### config.mk
export PLATFORM = sky130hd
export DESIGN_NAME = epoch_seconds_to_calendar
export DESIGN_NICKNAME = d
export VERILOG_FILES = /design/src/hdl/ecs_pkg.sv /design/src/hdl/ecs_queue.sv /design/src/hdl/ecs_front.sv /design/src/hdl/ecs_back.sv /design/src/hdl/epoch_seconds_to_calendar.sv
export SDC_FILE = /design/constraint.sdc
export NUM_CORES = 1
export LEC_CHECK = 0
export BUFFER_PORTS_ARGS = -buffer_cell sky130_fd_sc_hd__buf_2
export CORE_AREA = 2 2 214 216
export DETAILED_ROUTE_END_ITERATION = 10
export DIE_AREA = 0 0 216 218
export PLACE_DENSITY = 0.88
export SLEW_MARGIN = 5
export SYNTH_ARGS = -nofsm -noshare
export SYNTH_HDL_FRONTEND = slang
export SYNTH_HIERARCHICAL = 1
export SYNTH_SLANG_ARGS = --single-unit
### constraint.sdc
create_clock -name clock -period 16.87 [get_ports clock]
set_input_delay 0.8435 -clock clock [delete_from_list [all_inputs] [get_ports clock]]
set_output_delay 0.8435 -clock clock [all_outputs]
set_load 0.02 [all_outputs]
### src/hdl/ecs_pkg.sv
// shared types, constants and calendar helpers for the epoch seconds to calendar block
// no dependencies; imported by ecs_front, ecs_back and the top level of the block
package ecs_pkg;

   // field widths of the transactions
   localparam int EPOCH_FIELD_BITS  = 32;
   localparam int YEAR_BITS         = 12;
   localparam int MONTH_BITS        = 4;
   localparam int DAY_OF_MONTH_BITS = 5;
   localparam int HOUR_BITS         = 5;
   localparam int MINUTE_BITS       = 6;
   localparam int SECOND_BITS       = 6;

   // time constants
   localparam int unsigned SECS_PER_MIN  = 60;
   localparam int unsigned SECS_PER_HOUR = 60 * 60;
   localparam int unsigned SECS_PER_DAY  = 24 * 60 * 60;
   // 2**16 < seconds per day < 2**17, so a day count needs 16 bits fewer than seconds
   localparam int DAY_SHIFT = 16;

   // calendar constants
   localparam logic [YEAR_BITS-1:0] EPOCH_YEAR     = 12'd1970;
   localparam logic [8:0]           LEAP_CYCLE     = 9'd400;
   localparam logic [8:0]           CENTURY        = 9'd100;
   localparam logic [8:0]           EPOCH_M400     = 9'd370;
   localparam int unsigned          YEAR_DAYS      = 365;
   localparam int unsigned          LEAP_YEAR_DAYS = 366;
   localparam logic [MONTH_BITS-1:0] FEB_IDX       = 4'd1;
   localparam logic [MONTH_BITS-1:0] LAST_MONTH_IDX = 4'd11;

   // time of day carried from the front to the back
   typedef struct packed {
      logic [HOUR_BITS-1:0]   hour;
      logic [MINUTE_BITS-1:0] minute;
      logic [SECOND_BITS-1:0] second;
   } tod_type;

   typedef enum logic [2:0] {
      F_IDLE,
      F_DAYS,
      F_DAY_REM,
      F_HOURS,
      F_HOUR_REM,
      F_MINS,
      F_MIN_REM,
      F_PUSH
   } front_state_type;

   typedef enum logic [1:0] {
      B_IDLE,
      B_YEAR,
      B_MONTH,
      B_DONE
   } back_state_type;

   // leap test on the year taken modulo 400
   function automatic logic is_leap_m400(input logic [8:0] m400);
      logic div4;
      logic century;
      div4    = (m400[1:0] == 2'd0);
      century = (m400 == CENTURY) || (m400 == 9'(2 * CENTURY)) || (m400 == 9'(3 * CENTURY));
      return div4 && !century;
   endfunction

   // days in a month, month index 0 is january
   function automatic logic [DAY_OF_MONTH_BITS-1:0] month_len(input logic [MONTH_BITS-1:0] idx,
                                                             input logic leap);
      logic [DAY_OF_MONTH_BITS-1:0] len;
      unique case (idx)
         FEB_IDX: len = leap ? 5'd29 : 5'd28;
         4'd3, 4'd5, 4'd8, 4'd10: len = 5'd30;
         default: len = 5'd31;
      endcase
      return len;
   endfunction

endpackage

### src/hdl/ecs_queue.sv
// small register queue between the front and the back of the block
// depends on nothing; depth must be a power of two
module ecs_queue #(
   parameter int WIDTH = 33,
   parameter int DEPTH = 2
) (
   input  logic             clock,
   input  logic             reset,
   input  logic             push,
   output logic             full,
   input  logic [WIDTH-1:0] wr_data,
   input  logic             pop,
   output logic             empty,
   output logic [WIDTH-1:0] rd_data
);

   localparam int PTR_BITS = (DEPTH > 1) ? $clog2(DEPTH) : 1;
   localparam int CNT_BITS = $clog2(DEPTH + 1);

   logic [WIDTH-1:0]    mem_ff [DEPTH];
   logic [PTR_BITS-1:0] wr_ptr_ff, wr_ptr_in;
   logic [PTR_BITS-1:0] rd_ptr_ff, rd_ptr_in;
   logic [CNT_BITS-1:0] count_ff, count_in;
   logic                do_push, do_pop;

   // status and pointer update
   always_comb begin
      full      = (count_ff == CNT_BITS'(DEPTH));
      empty     = (count_ff == '0);
      do_push   = push && !full;
      do_pop    = pop && !empty;
      wr_ptr_in = do_push ? wr_ptr_ff + 1'b1 : wr_ptr_ff;
      rd_ptr_in = do_pop ? rd_ptr_ff + 1'b1 : rd_ptr_ff;
      count_in  = count_ff;
      if (do_push && !do_pop) begin
         count_in = count_ff + 1'b1;
      end else if (do_pop && !do_push) begin
         count_in = count_ff - 1'b1;
      end
      rd_data = mem_ff[rd_ptr_ff];
   end

   // pointers and fill count
   always_ff @(posedge clock) begin
      if (reset) begin
         wr_ptr_ff <= '0;
         rd_ptr_ff <= '0;
         count_ff  <= '0;
      end else begin
         wr_ptr_ff <= wr_ptr_in;
         rd_ptr_ff <= rd_ptr_in;
         count_ff  <= count_in;
      end
   end

   // storage
   always_ff @(posedge clock) begin
      if (do_push) begin
         mem_ff[wr_ptr_ff] <= wr_data;
      end
   end

endmodule

### src/hdl/ecs_front.sv
// front part: accepts seconds and splits them into days, hour, minute and second
// by reciprocal multiplication, one quotient or remainder step a cycle; uses ecs_pkg
module ecs_front #(
   parameter int EFF_BITS = 32,
   parameter int DAY_BITS = 16
) (
   input  logic                                 clock,
   input  logic                                 reset,
   input  logic                                 req_push,
   output logic                                 req_full,
   input  logic [ecs_pkg::EPOCH_FIELD_BITS-1:0] req_epoch_seconds,
   output logic                                 q_push,
   input  logic                                 q_full,
   output logic [DAY_BITS-1:0]                  q_days,
   output ecs_pkg::tod_type                     q_tod
);

   import ecs_pkg::*;

   // days: (seconds >> 7) / 675, exact for shifted counts below 2**25
   localparam int          DAY_POW2      = 7;
   localparam int          DAY_RSHIFT    = 35;
   localparam logic [25:0] DAY_RECIP     = 26'd50903317;
   localparam int          DAY_PROD_BITS = EFF_BITS - DAY_POW2 + 26;
   // hours: (rem >> 4) / 225, rem below one day
   localparam int          DAY_REM_BITS   = 17;
   localparam int          HOUR_POW2      = 4;
   localparam int          HOUR_RSHIFT    = 21;
   localparam logic [13:0] HOUR_RECIP     = 14'd9321;
   localparam int          HOUR_PROD_BITS = DAY_REM_BITS - HOUR_POW2 + 14;
   // minutes: (rem >> 2) / 15, rem below one hour
   localparam int          HOUR_REM_BITS = 12;
   localparam int          MIN_POW2      = 2;
   localparam int          MIN_RSHIFT    = 14;
   localparam logic [10:0] MIN_RECIP     = 11'd1093;
   localparam int          MIN_PROD_BITS = HOUR_REM_BITS - MIN_POW2 + 11;

   localparam logic [EFF_BITS-1:0] DAY_SECS  = EFF_BITS'(SECS_PER_DAY);
   localparam logic [EFF_BITS-1:0] HOUR_SECS = EFF_BITS'(SECS_PER_HOUR);
   localparam logic [EFF_BITS-1:0] MIN_SECS  = EFF_BITS'(SECS_PER_MIN);

   front_state_type           state_ff, state_in;
   logic [EFF_BITS-1:0]       rem_ff, rem_in;
   logic [DAY_BITS-1:0]       days_ff, days_in;
   logic [HOUR_BITS-1:0]      hour_ff, hour_in;
   logic [MINUTE_BITS-1:0]    minute_ff, minute_in;
   logic [DAY_PROD_BITS-1:0]  day_prod;
   logic [HOUR_PROD_BITS-1:0] hour_prod;
   logic [MIN_PROD_BITS-1:0]  min_prod;

   // reciprocal products for the three quotients
   always_comb begin
      day_prod  = DAY_PROD_BITS'(rem_ff[EFF_BITS-1:DAY_POW2]) * DAY_PROD_BITS'(DAY_RECIP);
      hour_prod = HOUR_PROD_BITS'(rem_ff[DAY_REM_BITS-1:HOUR_POW2])
                  * HOUR_PROD_BITS'(HOUR_RECIP);
      min_prod  = MIN_PROD_BITS'(rem_ff[HOUR_REM_BITS-1:MIN_POW2])
                  * MIN_PROD_BITS'(MIN_RECIP);
   end

   // sequencer: each unit takes a quotient state and a remainder state, then hand off
   always_comb begin
      state_in  = state_ff;
      rem_in    = rem_ff;
      days_in   = days_ff;
      hour_in   = hour_ff;
      minute_in = minute_ff;
      req_full  = 1'b1;
      q_push    = 1'b0;
      unique case (state_ff)
         F_IDLE: begin
            req_full = 1'b0;
            if (req_push) begin
               rem_in   = req_epoch_seconds[EFF_BITS-1:0];
               state_in = F_DAYS;
            end
         end
         F_DAYS: begin
            days_in  = day_prod[DAY_RSHIFT +: DAY_BITS];
            state_in = F_DAY_REM;
         end
         F_DAY_REM: begin
            rem_in   = rem_ff - EFF_BITS'(days_ff) * DAY_SECS;
            state_in = F_HOURS;
         end
         F_HOURS: begin
            hour_in  = hour_prod[HOUR_RSHIFT +: HOUR_BITS];
            state_in = F_HOUR_REM;
         end
         F_HOUR_REM: begin
            rem_in   = rem_ff - EFF_BITS'(hour_ff) * HOUR_SECS;
            state_in = F_MINS;
         end
         F_MINS: begin
            minute_in = min_prod[MIN_RSHIFT +: MINUTE_BITS];
            state_in  = F_MIN_REM;
         end
         F_MIN_REM: begin
            rem_in   = rem_ff - EFF_BITS'(minute_ff) * MIN_SECS;
            state_in = F_PUSH;
         end
         F_PUSH: begin
            if (!q_full) begin
               q_push   = 1'b1;
               state_in = F_IDLE;
            end
         end
         default: begin
            state_in = F_IDLE;
         end
      endcase
   end

   // queue payload
   always_comb begin
      q_days        = days_ff;
      q_tod.hour    = hour_ff;
      q_tod.minute  = minute_ff;
      q_tod.second  = rem_ff[SECOND_BITS-1:0];
   end

   // control state
   always_ff @(posedge clock) begin
      if (reset) begin
         state_ff <= F_IDLE;
      end else begin
         state_ff <= state_in;
      end
   end

   // datapath registers
   always_ff @(posedge clock) begin
      rem_ff    <= rem_in;
      days_ff   <= days_in;
      hour_ff   <= hour_in;
      minute_ff <= minute_in;
   end

   // remainder stays below the current unit once the larger unit is split off
   a_rem_below_day: assert property (@(posedge clock) disable iff (reset)
      (state_ff == F_HOURS) |-> (rem_ff < EFF_BITS'(SECS_PER_DAY)))
      else $error("remainder not below one day in hour phase");

   a_rem_below_hour: assert property (@(posedge clock) disable iff (reset)
      (state_ff == F_MINS) |-> (rem_ff < EFF_BITS'(SECS_PER_HOUR) && hour_ff < 5'd24))
      else $error("remainder or hour out of range in minute phase");

   a_rem_below_min: assert property (@(posedge clock) disable iff (reset)
      (state_ff == F_PUSH) |-> (rem_ff < EFF_BITS'(SECS_PER_MIN) && minute_ff < 6'd60))
      else $error("second or minute out of range at hand off");

endmodule

### src/hdl/ecs_back.sv
// back part: walks the day count through years and months, holds the result transaction
// uses ecs_pkg; fed from the queue behind the front
module ecs_back #(
   parameter int DAY_BITS = 16
) (
   input  logic                                  clock,
   input  logic                                  reset,
   input  logic                                  q_empty,
   output logic                                  q_pop,
   input  logic [DAY_BITS-1:0]                   q_days,
   input  ecs_pkg::tod_type                      q_tod,
   output logic                                  rsp_empty,
   input  logic                                  rsp_pop,
   output logic [ecs_pkg::YEAR_BITS-1:0]         rsp_year,
   output logic [ecs_pkg::MONTH_BITS-1:0]        rsp_month,
   output logic [ecs_pkg::DAY_OF_MONTH_BITS-1:0] rsp_day_of_month,
   output logic [ecs_pkg::HOUR_BITS-1:0]         rsp_hour,
   output logic [ecs_pkg::MINUTE_BITS-1:0]       rsp_minute,
   output logic [ecs_pkg::SECOND_BITS-1:0]       rsp_second
);

   import ecs_pkg::*;

   back_state_type              state_ff, state_in;
   logic [DAY_BITS-1:0]         days_ff, days_in;
   logic [YEAR_BITS-1:0]        year_ff, year_in;
   logic [8:0]                  m400_ff, m400_in;
   logic [MONTH_BITS-1:0]       mon_ff, mon_in;
   tod_type                     tod_ff, tod_in;
   logic                        out_valid_ff, out_valid_in;
   logic                        load_out;
   logic                        leap;
   logic [DAY_BITS-1:0]         year_len;
   logic [DAY_BITS-1:0]         mon_len;
   logic                        out_free;
   logic [YEAR_BITS-1:0]        out_year_ff;
   logic [MONTH_BITS-1:0]       out_month_ff;
   logic [DAY_OF_MONTH_BITS-1:0] out_day_ff;
   tod_type                     out_tod_ff;

   // lengths of the current year and month
   always_comb begin
      leap     = is_leap_m400(m400_ff);
      year_len = leap ? DAY_BITS'(LEAP_YEAR_DAYS) : DAY_BITS'(YEAR_DAYS);
      mon_len  = DAY_BITS'(month_len(mon_ff, leap));
      out_free = !out_valid_ff || rsp_pop;
   end

   // year walk, then month walk, then result register
   always_comb begin
      state_in     = state_ff;
      days_in      = days_ff;
      year_in      = year_ff;
      m400_in      = m400_ff;
      mon_in       = mon_ff;
      tod_in       = tod_ff;
      q_pop        = 1'b0;
      load_out     = 1'b0;
      out_valid_in = out_valid_ff && !rsp_pop;
      unique case (state_ff)
         B_IDLE: begin
            if (!q_empty) begin
               q_pop    = 1'b1;
               days_in  = q_days;
               tod_in   = q_tod;
               year_in  = EPOCH_YEAR;
               m400_in  = EPOCH_M400;
               mon_in   = '0;
               state_in = B_YEAR;
            end
         end
         B_YEAR: begin
            if (days_ff < year_len) begin
               state_in = B_MONTH;
            end else begin
               days_in = days_ff - year_len;
               year_in = year_ff + 1'b1;
               m400_in = (m400_ff == LEAP_CYCLE - 9'd1) ? 9'd0 : m400_ff + 9'd1;
            end
         end
         B_MONTH: begin
            if (mon_ff == LAST_MONTH_IDX || days_ff < mon_len) begin
               state_in = B_DONE;
            end else begin
               days_in = days_ff - mon_len;
               mon_in  = mon_ff + 1'b1;
            end
         end
         B_DONE: begin
            if (out_free) begin
               load_out     = 1'b1;
               out_valid_in = 1'b1;
               state_in     = B_IDLE;
            end
         end
         default: begin
            state_in = B_IDLE;
         end
      endcase
   end

   // control state
   always_ff @(posedge clock) begin
      if (reset) begin
         state_ff     <= B_IDLE;
         out_valid_ff <= 1'b0;
      end else begin
         state_ff     <= state_in;
         out_valid_ff <= out_valid_in;
      end
   end

   // walk registers and result register
   always_ff @(posedge clock) begin
      days_ff <= days_in;
      year_ff <= year_in;
      m400_ff <= m400_in;
      mon_ff  <= mon_in;
      tod_ff  <= tod_in;
      if (load_out) begin
         out_year_ff  <= year_ff;
         out_month_ff <= mon_ff + 1'b1;
         out_day_ff   <= days_ff[DAY_OF_MONTH_BITS-1:0] + 1'b1;
         out_tod_ff   <= tod_ff;
      end
   end

   // result ports
   always_comb begin
      rsp_empty        = !out_valid_ff;
      rsp_year         = out_year_ff;
      rsp_month        = out_month_ff;
      rsp_day_of_month = out_day_ff;
      rsp_hour         = out_tod_ff.hour;
      rsp_minute       = out_tod_ff.minute;
      rsp_second       = out_tod_ff.second;
   end

   // the modulo 400 counter tracks the year
   a_m400_tracks_year: assert property (@(posedge clock) disable iff (reset)
      (state_ff != B_IDLE) |-> (year_ff[1:0] == m400_ff[1:0]))
      else $error("leap cycle counter out of step with year");

   // month walk starts with less than a year of days and stays in range
   a_month_range: assert property (@(posedge clock) disable iff (reset)
      (state_ff == B_MONTH) |-> (days_ff < DAY_BITS'(LEAP_YEAR_DAYS) && mon_ff <= LAST_MONTH_IDX))
      else $error("month walk out of range");

   // a held result only leaves when taken
   a_result_held: assert property (@(posedge clock) disable iff (reset)
      $fell(out_valid_ff) |-> ($past(rsp_pop) || $past(reset)))
      else $error("result dropped without a pop");

endmodule

### src/hdl/epoch_seconds_to_calendar.sv
// top level of the epoch seconds to calendar converter
// instantiates ecs_front, ecs_queue and ecs_back; uses ecs_pkg
//
// Usage: push a count of seconds since 1970-01-01 00:00:00 UTC on req_epoch_seconds with
// req_push while req_full is low. Each transaction gives exactly one result: year, month,
// day of month, hour, minute and second, shown on the rsp_ ports while rsp_empty is low
// and taken with rsp_pop. Bits of the seconds at and above SECONDS_BITS are ignored.
// Front: reciprocal multiplies split off days, hour and minute, one quotient or one
// remainder step a cycle through F_DAYS, F_DAY_REM, F_HOURS, F_HOUR_REM, F_MINS and
// F_MIN_REM; F_PUSH then hands off into a two entry queue, waiting while it is full, and
// the front returns to F_IDLE before it takes the next transaction. Back: one cycle per
// whole year since 1970 and one per whole month, plus a step in B_IDLE to take the
// transaction, the last steps of B_YEAR and B_MONTH to end each walk and B_DONE to
// register the result. The front overlaps the next transaction with the back's walks.
// Reset clears all control state; the queue and result register come up empty.
// When the receiver stalls, the result register holds, the back waits with the next
// result finished, the queue fills and req_full rises; nothing is dropped.
module epoch_seconds_to_calendar #(
   parameter int SECONDS_BITS = 32
) (
   input  logic                                  clock,
   input  logic                                  reset,
   input  logic                                  req_push,
   output logic                                  req_full,
   input  logic [ecs_pkg::EPOCH_FIELD_BITS-1:0]  req_epoch_seconds,
   output logic                                  rsp_empty,
   input  logic                                  rsp_pop,
   output logic [ecs_pkg::YEAR_BITS-1:0]         rsp_year,
   output logic [ecs_pkg::MONTH_BITS-1:0]        rsp_month,
   output logic [ecs_pkg::DAY_OF_MONTH_BITS-1:0] rsp_day_of_month,
   output logic [ecs_pkg::HOUR_BITS-1:0]         rsp_hour,
   output logic [ecs_pkg::MINUTE_BITS-1:0]       rsp_minute,
   output logic [ecs_pkg::SECOND_BITS-1:0]       rsp_second
);

   import ecs_pkg::*;

   localparam int EFF_BITS    = (SECONDS_BITS < EPOCH_FIELD_BITS) ? SECONDS_BITS
                                                                   : EPOCH_FIELD_BITS;
   localparam int DAY_BITS    = EFF_BITS - DAY_SHIFT;
   localparam int QUEUE_DEPTH = 2;
   localparam int QUEUE_WIDTH = DAY_BITS + $bits(tod_type);

   logic                   q_push, q_full, q_pop, q_empty;
   logic [DAY_BITS-1:0]    front_days, back_days;
   tod_type                front_tod, back_tod;
   logic [QUEUE_WIDTH-1:0] q_wr_data, q_rd_data;

   // seconds split into days and time of day
   ecs_front #(
      .EFF_BITS (EFF_BITS),
      .DAY_BITS (DAY_BITS)
   ) u_front (
      .clock             (clock),
      .reset             (reset),
      .req_push          (req_push),
      .req_full          (req_full),
      .req_epoch_seconds (req_epoch_seconds),
      .q_push            (q_push),
      .q_full            (q_full),
      .q_days            (front_days),
      .q_tod             (front_tod)
   );

   // queue between front and back
   assign q_wr_data = {front_days, front_tod};
   assign back_days = q_rd_data[QUEUE_WIDTH-1 -: DAY_BITS];
   assign back_tod  = q_rd_data[$bits(tod_type)-1:0];

   ecs_queue #(
      .WIDTH (QUEUE_WIDTH),
      .DEPTH (QUEUE_DEPTH)
   ) u_queue (
      .clock   (clock),
      .reset   (reset),
      .push    (q_push),
      .full    (q_full),
      .wr_data (q_wr_data),
      .pop     (q_pop),
      .empty   (q_empty),
      .rd_data (q_rd_data)
   );

   // year and month walk with result register
   ecs_back #(
      .DAY_BITS (DAY_BITS)
   ) u_back (
      .clock            (clock),
      .reset            (reset),
      .q_empty          (q_empty),
      .q_pop            (q_pop),
      .q_days           (back_days),
      .q_tod            (back_tod),
      .rsp_empty        (rsp_empty),
      .rsp_pop          (rsp_pop),
      .rsp_year         (rsp_year),
      .rsp_month        (rsp_month),
      .rsp_day_of_month (rsp_day_of_month),
      .rsp_hour         (rsp_hour),
      .rsp_minute       (rsp_minute),
      .rsp_second       (rsp_second)
   );

endmodule
==> key figures <==
GRT
  – First-pass GRT wire length: approximately 120000 µm
  – Vias in the first global route: 22422
  – Overall routing resource usage: 0.3149
  – Gr ovfl total: 0
  – Largest net degree at the start of global routing: 39
  – Initial antenna violation count: 0

Timing
  – Minimum clock period: between 7 and 8 ns
  – Total negative slack: 0 ns
  – Setup-failing EPs final: 0
  – Final setup skew: approximately 0.016 ns
  – Worst relative slew slack: 0.3341
  – Max Clock Freq: between 100 and 150 MHz
  – RSZ-0062 raised after global routing: no
  – Actual slew at the worst max-slew pin: around 1.0 ns
  – Period Utilization, post-route: 0.4331
  – Final Hold Viols: 0
  – Max-slew violation count: 0

Clock tree
  – Post-cts resize count: 0
  – CTS Buf Count: 25
  – Clock sink count: approximately 230
  – H-tree Lvls: 1
  – Clock root cell: clkbuf_16
  – Post-CTS Setup Inserts: 0
  – TritonCTS clock tree: done
  – CTS Buffer Depth: 3
  – Clock network latency to the later pin of the worst-skew pair: around 0.55 ns
  – CTS clock-pin slew for the worst setup and hold paths: roughly 0.060 ns
  – Hold Buf Count CTS: 0

Drt
  – TritonRoute pass-1 iters: 6
  – DR vias/cell: between 6 and 7
  – Antenna Nets Post-Route: 0
  – Initial DRC Count: between 1500 and 2000
  – DRT Wirelength: ~70000 µm
  – Vias: between 20000 and 25000
  – Routed len/inst: roughly 21 µm
  – DRC errors left: 0

Setup path
  – Critical R2R Launch: u_front/rem_ff[13]
  – Req. time, crit path: around 17 ns
  – Crit path kind: reg -> reg
  – Critical path cell sequence: buf_4 > inv_1 > ha_1 > fa_1 > ha_1 > inv_1 > fa_1 > inv_1 > fa_1 > inv_1 > fa_1 > inv_1 > fa_1 > ha_1 > a21oi_1 > o21ai_0 > a311oi_1 > a211oi_1 > o21ai_1 > o21bai_1 > a31o_2 > a21oi_1 > xnor2_1
  – CP max FO: 9
  – CP Launch Point: u_front/rem_ff[13]
  – Worst Setup End Kind: flip-flop
  – Worst R2R Setup Slack: approximately 9.6 ns
  – Reg2reg end: u_front/q_days[9]
  – Worst reg2reg path depth: 23
  – Slowest-stage cell, CP: edfxtp_1
  – Worst EP arrival: approximately 7.6 ns
  – Worst path max stage delay: 0.59 ns
  – Startpoint Class: flip-flop
  – CP endpoint: u_front/q_days[9]

Floorplan
  – Starting Density: 0.6427
  – Die Wd: roughly 220 µm
  – Die area: 47090 µm²
  – Height of the chip: roughly 220 µm
  – Placeable Area: approximately 45000 µm²
  – Rows: a little under 80
  – # IOs: 76

Cells and area
  – Area of the multi-input gates: just under 20000 µm²
  – FF/Latch Area: 6857 µm²
  – Antenna cell count: 0
  – Area Growth Syn to Fin: 6.747%
  – Number of fill cells: between 3000 and 4000
  – Nets@finish: 3715
  – Share of cells above drive strength 1: 0.07186

Synth
  – EDFF count, synth: roughly 220
  – Post-synth ARST share: 0
  – Count of cell types in the netlist: just over 90
  – Post-synth top flop: edfxtp_1
  – Synth warn: 6
  – Synth Instances: ~2700
  – Yosys reg bits: between 200 and 250
  – Avg Inst Size Synth: around 11 µm²
  – Netlist Area Pre-Place: 28850 µm²
  – Post-Syn Nets: between 3000 and 4000
  – Sequential share of the synthesized area: 0.2376

Worst hold path
  – Min-Delay Path Class: reg -> reg

Status
  – Status: finished, final reports clean

Place
  – Hpwl dp: a little under 60000 µm
  – Number of port buffers: 75
  – Gpl congestion: about 1.1

Flow run
  – Max_cap viols: 0
==> area by class of cell <==
cell class	count	area share
tap	600	0.02437
multi-input combinational	1952	0.6449
timing repair buffer	100	0.01828
sequential	232	0.2226
clock buffer	25	0.02031
inverter	509	0.06203
clock inverter	21	0.007515
==> logic make-up (layout without fill, tap and decap cells) <==
kind of cell / after synthesis / count (layout) / synth area share
simple gates: 427 / 427 / 0.07389
xor+xnor: 148 / 148 / 0.04492
mux: 43 / 43 / 0.01652
buf+inv: 560 / 655 / 0.07450
fa+ha+maj: 859 / 859 / 0.4412
flops: 232 / 232 / 0.2376
compound gates: 475 / 475 / 0.1114
==> critical path, delay by kind of cell (launching register included) <==
family                   cells  cell delay (ns)
buffers and inverters        6             0.58
flip-flops                   1             0.59
adder cells (fa/ha/maj)      8             3.55
XOR/XNOR                     1             0.10
AO/OA/AOI/OAI                8             2.24
==> per-layer routing <==
metal | vias up | wire length (µm) | track usage
met2 | 913 | 35090 | 0.5466
met3 | 259 | 4830 | 0.03877
met5 | - | 0 | 0
met1 | 10201 | 27940 | 0.3867
li1 | 9597 | - | -
met4 | 0 | 4055 | 0.1642
==> registers in the layout, indices dropped and copies added, names as in the netlist, 3 cells and up, named ones only <==
signal                   count
u_front/minute_ff            6
u_back/rsp_day_of_month      5
u_back/rsp_month             4
u_back/rsp_hour              5
u_back/tod_ff               17
u_front/hour_ff              5
u_front/rem_ff              32
u_back/mon_ff                4
u_front/state_ff             3
u_back/m400_ff               9
u_back/rsp_year             12
u_back/rsp_second            6
u_back/year_ff              12
u_queue/mem_ff              66
u_back/days_ff              16
u_front/q_days              16
u_back/rsp_minute            6
==> synth_stat cells, types with 35 or more instances <==
master	n	area, µm²
xor2_1	61	534.3
edfxtp_1	221	6636
mux2_2	35	394.1
nand3_1	43	215.2
a21oi_1	122	610.6
inv_1	508	1907
nand2_1	106	397.9
a21o_1	56	420.4
fa_1	264	5285
o21ai_0	80	400.4
ha_1	595	7445
xnor2_1	87	762.0
nor2_1	112	420.4
==> how the worst min path moves through the flow <==
stage                                 start                    to  slack (ns)  cells after the start
final                      u_back/tod_ff[4]  u_back/rsp_second[4]        0.42                      0
after global routing       u_back/tod_ff[8]  u_back/rsp_minute[2]        0.42                      0
after CTS                  u_back/tod_ff[4]  u_back/rsp_second[4]        0.42                      0
after detailed placement   u_back/tod_ff[6]  u_back/rsp_minute[0]        0.40                      0
after global placement     u_back/tod_ff[6]  u_back/rsp_minute[0]        0.40                      0
after floorplan           u_back/tod_ff[12]    u_back/rsp_hour[0]        0.40                      0
==> cell usage in the layout, fill, tap and decap left out, types with 12 or more instances in the layout <==
| cell type | instances |
|---|---|
| fa_1 | 264 |
| edfxtp_1 | 221 |
| buf_2 | 75 |
| buf_4 | 25 |
| o21ai_0 | 80 |
| and3_1 | 19 |
| a21oi_1 | 122 |
| nand4_1 | 12 |
| nand2b_1 | 18 |
| ha_1 | 595 |
| nand2_1 | 106 |
| a211oi_1 | 19 |
| o21a_1 | 21 |
| xnor2_1 | 87 |
| nor2_1 | 111 |
| inv_1 | 508 |
| nor2b_1 | 20 |
| mux2_2 | 35 |
| xor2_1 | 61 |
| a21o_1 | 56 |
| o211ai_1 | 16 |
| nand3_1 | 43 |
| or3_1 | 12 |
| nor3_1 | 28 |
| clkbuf_16 | 25 |
| o21bai_1 | 21 |
==> metrics by stage <==
step,instance area (µm²),instances,hold slack [ns],util,setup slack (ns)
6_report,30800,3439,0.4168,0.6861,9.563
3_5_place_dp,29940,3393,0.4045,0.6670,9.764
4_1_cts,30800,3439,0.4188,0.6861,9.738
3_3_place_gp,29940,3393,0.4039,0.6670,9.865
5_1_grt,30800,3439,0.4226,0.6861,9.408
2_1_floorplan,28850,2744,0.4003,-,10.55
Power is not shown: default switching activity piles up to over one toggle a cycle in this logic, so the estimate is an artifact.
